## config.mk

```make
export PLATFORM = sky130hd
export DESIGN_NAME = ordered_list_append_remove_unit
export DESIGN_NICKNAME = d
export VERILOG_FILES = /design/src/design/olaru_pkg.sv /design/src/design/ordered_list_append_remove_unit.sv /design/src/design/olaru_cell.sv
export SDC_FILE = /design/constraint.sdc
export NUM_CORES = 2
export LEC_CHECK = 0
export BUFFER_PORTS_ARGS = -buffer_cell sky130_fd_sc_hd__buf_4
export CELL_PAD_IN_SITES_DETAIL_PLACEMENT = 1
export CELL_PAD_IN_SITES_GLOBAL_PLACEMENT = 1
export CORE_UTILIZATION = 36
export CTS_BUF_LIST = sky130_fd_sc_hd__clkbuf_16
export DETAILED_ROUTE_END_ITERATION = 12
export PLACE_DENSITY = 0.56
export SYNTH_ARGS = -nofsm -noshare
export SYNTH_HDL_FRONTEND = slang
export SYNTH_SLANG_ARGS = --single-unit
```

## constraint.sdc

```tcl
create_clock -name aclk -period 8.2 [get_ports aclk]
set_input_delay 1.64 -clock aclk [delete_from_list [all_inputs] [get_ports aclk]]
set_output_delay 1.64 -clock aclk [all_outputs]
set_load 0.03 [all_outputs]
```

## src/design/olaru_pkg.sv

```systemverilog
package olaru_pkg;

    localparam int VALUE_W = 32;
    localparam int COUNT_W = 5;

    typedef enum logic [1:0] {
        CMD_APPEND = 2'd0,
        CMD_REMOVE = 2'd1,
        CMD_DUMP   = 2'd2,
        CMD_NONE   = 2'd3
    } cmd_t;

    typedef enum logic [1:0] {
        STATUS_OK        = 2'd0,
        STATUS_FULL      = 2'd1,
        STATUS_NOT_FOUND = 2'd2,
        STATUS_EMPTY     = 2'd3
    } status_t;

    typedef enum logic [1:0] {
        CELL_HOLD   = 2'd0,
        CELL_LOAD   = 2'd1,
        CELL_REMOVE = 2'd2,
        CELL_ROTATE = 2'd3
    } cell_op_t;

    typedef enum logic {
        ST_IDLE = 1'b0,
        ST_DUMP = 1'b1
    } state_t;

    typedef struct packed {
        cell_op_t op;
        logic     live;
        logic     is_fill;
        logic     is_tail;
    } cell_ctrl_t;

endpackage

```

## src/design/ordered_list_append_remove_unit.sv

```systemverilog
// Ordered list of signed 32-bit values kept in insertion order.
// Input channel (s_valid/s_ready, s_command, s_value): append, remove first
// equal value, or dump. Result channel (m_valid/m_ready, m_status,
// m_entry_value, m_last, m_entry_count) carries one transfer per append,
// remove or empty dump, and one transfer per entry for a non-empty dump,
// m_last marking the final one. Command code 3 is taken and dropped.
// Append and remove finish in the accepting cycle: every cell compares
// against s_value at once and a found flag ripples down the row, so the
// result sits in the output register in the cycle after the transfer and a
// new item can be taken every cycle while m_ready takes each result at once.
// A dump of N entries enters the dump state, then rotates the row once per
// result through the head cell into the output register, holding while
// m_ready is low; no input is taken meanwhile.
// Reset (aresetn low, synchronous) empties the list and drops any
// pending result. While a result waits with m_ready low, the output register
// holds and s_ready stays low until the result is taken.
module ordered_list_append_remove_unit #(
    parameter int DEPTH = 16
) (
    input  logic                                 aclk,
    input  logic                                 aresetn,
    input  logic                                 s_valid,
    output logic                                 s_ready,
    input  logic [1:0]                           s_command,
    input  logic signed [olaru_pkg::VALUE_W-1:0] s_value,
    output logic                                 m_valid,
    input  logic                                 m_ready,
    output logic [1:0]                           m_status,
    output logic signed [olaru_pkg::VALUE_W-1:0] m_entry_value,
    output logic                                 m_last,
    output logic [olaru_pkg::COUNT_W-1:0]        m_entry_count
);
    import olaru_pkg::*;

    localparam int CW = $clog2(DEPTH + 1);

    state_t                    state_reg, state_next;
    logic [CW-1:0]             count_reg, count_next;
    logic [CW-1:0]             remain_reg, remain_next;
    logic                      m_valid_reg, m_valid_next;
    status_t                   m_status_reg, m_status_next;
    logic signed [VALUE_W-1:0] m_entry_value_reg, m_entry_value_next;
    logic                      m_last_reg, m_last_next;
    logic [COUNT_W-1:0]        m_entry_count_reg, m_entry_count_next;

    cell_ctrl_t                ctrl [DEPTH];
    cell_op_t                  op;
    logic signed [VALUE_W-1:0] cell_value [DEPTH];
    logic                      found [DEPTH+1];
    logic                      out_free;
    logic                      accept;
    cmd_t                      cmd;

    assign cmd      = cmd_t'(s_command);
    assign out_free = !m_valid_reg || m_ready;
    assign s_ready  = (state_reg == ST_IDLE) && out_free;
    assign accept   = s_valid && s_ready;
    assign found[0] = 1'b0;

    genvar i;
    generate
        for (i = 0; i < DEPTH; i++) begin : g_cell
            logic signed [VALUE_W-1:0] nxt;
            if (i == DEPTH - 1) begin : g_end
                assign nxt = cell_value[i];
            end else begin : g_mid
                assign nxt = cell_value[i+1];
            end

            assign ctrl[i].op      = op;
            assign ctrl[i].live    = CW'(i) < count_reg;
            assign ctrl[i].is_fill = CW'(i) == count_reg;
            assign ctrl[i].is_tail = CW'(i + 1) == count_reg;

            olaru_cell u_cell (
                .aclk       (aclk),
                .ctrl       (ctrl[i]),
                .din        (s_value),
                .next_value (nxt),
                .head_value (cell_value[0]),
                .found_in   (found[i]),
                .found_out  (found[i+1]),
                .value      (cell_value[i])
            );
        end
    endgenerate

    always_comb begin
        state_next         = state_reg;
        count_next         = count_reg;
        remain_next        = remain_reg;
        op                 = CELL_HOLD;
        m_valid_next       = m_valid_reg && !m_ready;
        m_status_next      = m_status_reg;
        m_entry_value_next = m_entry_value_reg;
        m_last_next        = m_last_reg;
        m_entry_count_next = m_entry_count_reg;
        unique case (state_reg)
            ST_IDLE: begin
                if (accept) begin
                    m_entry_value_next = '0;
                    m_last_next        = 1'b1;
                    unique case (cmd)
                        CMD_APPEND: begin
                            m_valid_next = 1'b1;
                            if (count_reg == CW'(DEPTH)) begin
                                m_status_next = STATUS_FULL;
                            end else begin
                                op            = CELL_LOAD;
                                count_next    = count_reg + 1'b1;
                                m_status_next = STATUS_OK;
                            end
                        end
                        CMD_REMOVE: begin
                            m_valid_next = 1'b1;
                            if (count_reg == '0) begin
                                m_status_next = STATUS_EMPTY;
                            end else if (found[DEPTH]) begin
                                op            = CELL_REMOVE;
                                count_next    = count_reg - 1'b1;
                                m_status_next = STATUS_OK;
                            end else begin
                                m_status_next = STATUS_NOT_FOUND;
                            end
                        end
                        CMD_DUMP: begin
                            if (count_reg == '0) begin
                                m_valid_next  = 1'b1;
                                m_status_next = STATUS_EMPTY;
                            end else begin
                                state_next  = ST_DUMP;
                                remain_next = count_reg;
                            end
                        end
                        default: begin
                            m_last_next = m_last_reg;
                        end
                    endcase
                    m_entry_count_next = COUNT_W'(count_next);
                end
            end
            ST_DUMP: begin
                if (out_free) begin
                    op                 = CELL_ROTATE;
                    m_valid_next       = 1'b1;
                    m_status_next      = STATUS_OK;
                    m_entry_value_next = cell_value[0];
                    m_last_next        = remain_reg == CW'(1);
                    m_entry_count_next = COUNT_W'(count_reg);
                    remain_next        = remain_reg - 1'b1;
                    if (remain_reg == CW'(1)) begin
                        state_next = ST_IDLE;
                    end
                end
            end
            default: begin
                state_next = ST_IDLE;
            end
        endcase
    end

    always_ff @(posedge aclk) begin
        if (!aresetn) begin
            state_reg   <= ST_IDLE;
            count_reg   <= '0;
            remain_reg  <= '0;
            m_valid_reg <= 1'b0;
        end else begin
            state_reg   <= state_next;
            count_reg   <= count_next;
            remain_reg  <= remain_next;
            m_valid_reg <= m_valid_next;
        end
    end

    always_ff @(posedge aclk) begin
        m_status_reg      <= m_status_next;
        m_entry_value_reg <= m_entry_value_next;
        m_last_reg        <= m_last_next;
        m_entry_count_reg <= m_entry_count_next;
    end

    assign m_valid       = m_valid_reg;
    assign m_status      = m_status_reg;
    assign m_entry_value = m_entry_value_reg;
    assign m_last        = m_last_reg;
    assign m_entry_count = m_entry_count_reg;

`ifndef SYNTHESIS
    a_count_bound: assert property (@(posedge aclk) disable iff (!aresetn)
        count_reg <= CW'(DEPTH))
        else $error("list count above depth");

    a_no_take_in_dump: assert property (@(posedge aclk) disable iff (!aresetn)
        (state_reg == ST_DUMP) |-> !s_ready)
        else $error("input taken during dump");

    a_count_only_on_accept: assert property (@(posedge aclk) disable iff (!aresetn)
        !accept |=> $stable(count_reg))
        else $error("count changed without transfer");

    a_full_append_holds: assert property (@(posedge aclk) disable iff (!aresetn)
        (accept && cmd == CMD_APPEND && count_reg == CW'(DEPTH))
        |=> (count_reg == CW'(DEPTH)) && (m_status_reg == STATUS_FULL))
        else $error("append on full list changed state");

    a_dump_remain: assert property (@(posedge aclk) disable iff (!aresetn)
        (state_reg == ST_DUMP) |-> (remain_reg != '0) && (remain_reg <= count_reg))
        else $error("dump counter out of range");
`endif

endmodule

```

## src/design/olaru_cell.sv

```systemverilog
module olaru_cell (
    input  logic                                aclk,
    input  olaru_pkg::cell_ctrl_t               ctrl,
    input  logic signed [olaru_pkg::VALUE_W-1:0] din,
    input  logic signed [olaru_pkg::VALUE_W-1:0] next_value,
    input  logic signed [olaru_pkg::VALUE_W-1:0] head_value,
    input  logic                                found_in,
    output logic                                found_out,
    output logic signed [olaru_pkg::VALUE_W-1:0] value
);
    import olaru_pkg::*;

    logic signed [VALUE_W-1:0] value_reg;
    logic signed [VALUE_W-1:0] value_next;
    logic                      match;

    assign match     = ctrl.live && (value_reg == din);
    assign found_out = found_in || match;
    assign value     = value_reg;

    always_comb begin
        value_next = value_reg;
        case (ctrl.op)
            CELL_LOAD: begin
                if (ctrl.is_fill) begin
                    value_next = din;
                end
            end
            CELL_REMOVE: begin
                if (found_out) begin
                    value_next = next_value;
                end
            end
            CELL_ROTATE: begin
                if (ctrl.is_tail) begin
                    value_next = head_value;
                end else if (ctrl.live) begin
                    value_next = next_value;
                end
            end
            default: begin
                value_next = value_reg;
            end
        endcase
    end

    always_ff @(posedge aclk) begin
        value_reg <= value_next;
    end

endmodule

```

==> key figures <==
Hold path
  – Hold path depth: 2
  – Hold Crit Endpoint: remain_reg[1]$_SDFFE_PN0P_
  – Hold Crit Start: remain_reg[1]$_SDFFE_PN0P_
  – Hold Crit Class: reg2reg

Finish
  – Layout Nets: between 2000 and 3000
  – Post-route cell area: roughly 37000 um2
  – Max reg flops: 512
  – Share of cells above drive strength 1: 0.1310
  – Final Util: 0.3990
  – Fill cell count: 9594
  – Area Overhead vs Synth: 9.378%

Worst setup path
  – Crit path max fanout: 32
  – Reg2reg start: count_reg[4]$_SDFFE_PN0P_
  – CP Class: in2reg
  – Crit path launch type: primary input
  – CP required: 8480 ps
  – Reg2reg path depth: 10
  – R2R Setup Slk: between 2000 and 2500 ps
  – Crit path cell chain: buf_4, xor2_1, nor4_1, nand4_1, nor3_1, nor4_1, nand4_1, nand2_1, nand3_1, o22ai_4, buf_4
  – Critical Path End Type: flop
  – RR Endpoint: g_cell[15].u_cell.value[19]$_DFFE_PP_
  – Slowest cell on crit path: nor4_1
  – Largest stage delay, worst path: roughly 1200 ps
  – Arr. time, crit path: roughly 6500 ps

CTS
  – H-Tree Depth: 3
  – Hold Buf Count CTS: 0
  – Worst skew pair latency: 650 ps
  – Clock buffer count from CTS: 71
  – Clk slew on worst S/H paths: around 50 ps
  – CTS max path bufs: 3
  – Root Buffer: clkbuf_16
  – Clk sinks: 564
  – Postcts setup bufs: 0
  – CTS tree: done
  – Post-CTS sizing: 0

Timing
  – Final hold violations: 0
  – Pins Over Slew Limit: 34
  – Max-Slew Margin vs Limit: -0.05336
  – Slew @ Worst Pin: 1580 ps
  – RSZ-0062 raised after global routing: false
  – Final worst-path cycle share: 0.7623
  – Final setup fails: 0
  – Setup TNS Final: 0 ps
  – Final Skew: 23.33 ps
  – Fmax achieved: 160.0 MHz
  – Min Tclk post-route: 6251 ps
  – Final setup margin: around 1900 ps

Detailed routing
  – DRT antenna net count: 0
  – WL per Instance: 44.87 um
  – DRC viols: 0
  – Pre-antenna DRT Iters: 5
  – 1st-iter DRT viols: 4075
  – Via count: 27560
  – Vias per Instance: 7.006
  – Final wirelength: 176500 um

Placement
  – Routability congestion estimate: 1.014
  – IO Port Bufs: 79
  – Post-DP HPWL: ~120000 um
  – DP Area: around 34000 um2
  – Place WS: 1530 ps

Global routing
  – GRT Util Overall: 0.3682
  – Vias in the first global route: between 20000 and 30000
  – Initial antenna violation count: 6
  – Global-route wire length before repair: 237800 um
  – Global route overflow: 0
  – Largest net degree at the start of global routing: 62

Run status
  – Status: finished, violations left
  – Failing checks: capacitance limit, slew limit

Die
  – Die Span X: 307.5 um
  – Num rows: 111
  – Die Area: 94540 um2
  – IO Pins: 80
  – Core Region: 92080 um2
  – Initial Util: 0.3648
  – Height of the die: slightly above 300 um

Yosys
  – Mapped Area: 33590 um2
  – EDFF count, synth: 552
  – Top-area cell type share of the netlist area: 0.4934
  – Synth Instances: 2713
  – Count leader, synth: edfxtp_1
  – Synth Area per Inst: ~12 um2
  – Synth warn: 0
  – Post-synth cell types: between 80 and 90
  – Post-synth top area cell: edfxtp_1
  – Async SR Flop Fraction: 0
  – Synth area leaders: edfxtp_1, a221o_1, xor2_1
  – Primary FF master, synth: edfxtp_1
  – FF+latch count, synth: 564
  – Mapped Nets: roughly 2800
  – Most frequent cells after synthesis: edfxtp_1, a221o_1, xor2_1
  – Sequential-to-total area share from yosys stat: 0.5006

Power and ir drop
  – Pwr/cell area: 308.1 nW/um2
  – Worst VDD drop: about 160 uV
  – Leak: 12.31 nW
  – Total power: 11.32 mW

Job
  – MaxCap Viol Count: 2
-- critical path, delay by kind of cell --
family,cells,cell delay (ps)
AND/OR/NAND/NOR,7,2960
buffers and inverters,2,840
XOR/XNOR,1,780
AO/OA/AOI/OAI,1,150
-- cell usage in the layout, fill, tap and decap left out, drive strengths merged, types with 7 or more instances in the layout --
master    n
nor4b    14
ha       11
xor2    418
or3      10
and2     76
clkinv   32
nand2    55
a21oi    36
a211oi   12
inv      29
nor3     44
nand3    35
nand4    69
nor4    177
o22ai    11
or4       7
nor2     97
mux2     34
dfxtp    12
nor2b    15
buf     169
nand2b    8
clkbuf   74
edfxtp  552
a221o   448
o21ai    27
xnor2    96
a21o     34
-- power by group --
group	switching, mW	internal [mW]	leakage, nW
registers	0.521	3.97	5.20
logic	2.63	1.06	5.95
clock network	1.35	1.79	1.16
-- cell families (layout without fill, tap and decap cells) --
group	after synthesis	after routing	synth area share
AND/OR/NAND/NOR	648	648	0.1152
AO/OA/AOI/OAI	605	605	0.1685
flip-flops	564	564	0.5006
XOR/XNOR	514	514	0.1340
buffers and inverters	335	310	0.06555
multiplexers	36	36	0.01199
adder cells (fa/ha/maj)	11	11	0.004097
other	0	3	0
-- final cells by class --
class                   instances  area, um2  area share
multi-input cells            1814      14810      0.4030
well taps                    1243       1555     0.04233
clock buffers                  74       1852     0.05040
repair buffers                169       1269     0.03453
inverters                      13      48.80    0.001328
diodes                          3      7.507   0.0002043
flip-flops and latches        564      16820      0.4577
clock inverters                54      386.6     0.01052
-- metrics by stage --
step                std cells  hold WS (ps)
finish                   3934         554.9
global route             3931         591.4
CTS                      3931         556.9
detailed placement       3803         547.6
global placement         3803         541.5
floorplan                2713         517.3
-- metal layers --
metal | vias up | global-route usage | share of wire
met4 | 8 | 0.1477 | 0.044
met1 | 14460 | 0.5008 | 0.41
met5 | - | 0 | 0.00026
met2 | 2057 | 0.5305 | 0.42
met3 | 410 | 0.1290 | 0.12
li1 | 10630 | - | -
-- how the worst max path moves through the flow --
stage,start,end,slack [ps],cells after the start
after floorplan,s_value[1],g_cell[9].u_cell.value[0]$_DFFE_PP_,1430,14
after global placement,s_value[5],g_cell[14].u_cell.value[18]$_DFFE_PP_,1530,13
after detailed placement,s_value[27],g_cell[13].u_cell.value[9]$_DFFE_PP_,1530,13
after CTS,s_value[27],g_cell[13].u_cell.value[1]$_DFFE_PP_,2200,13
after global routing,s_value[30],g_cell[14].u_cell.value[12]$_DFFE_PP_,1940,12
final,s_value[5],g_cell[15].u_cell.value[19]$_DFFE_PP_,1950,11
(Power assumes the default switching activity.)
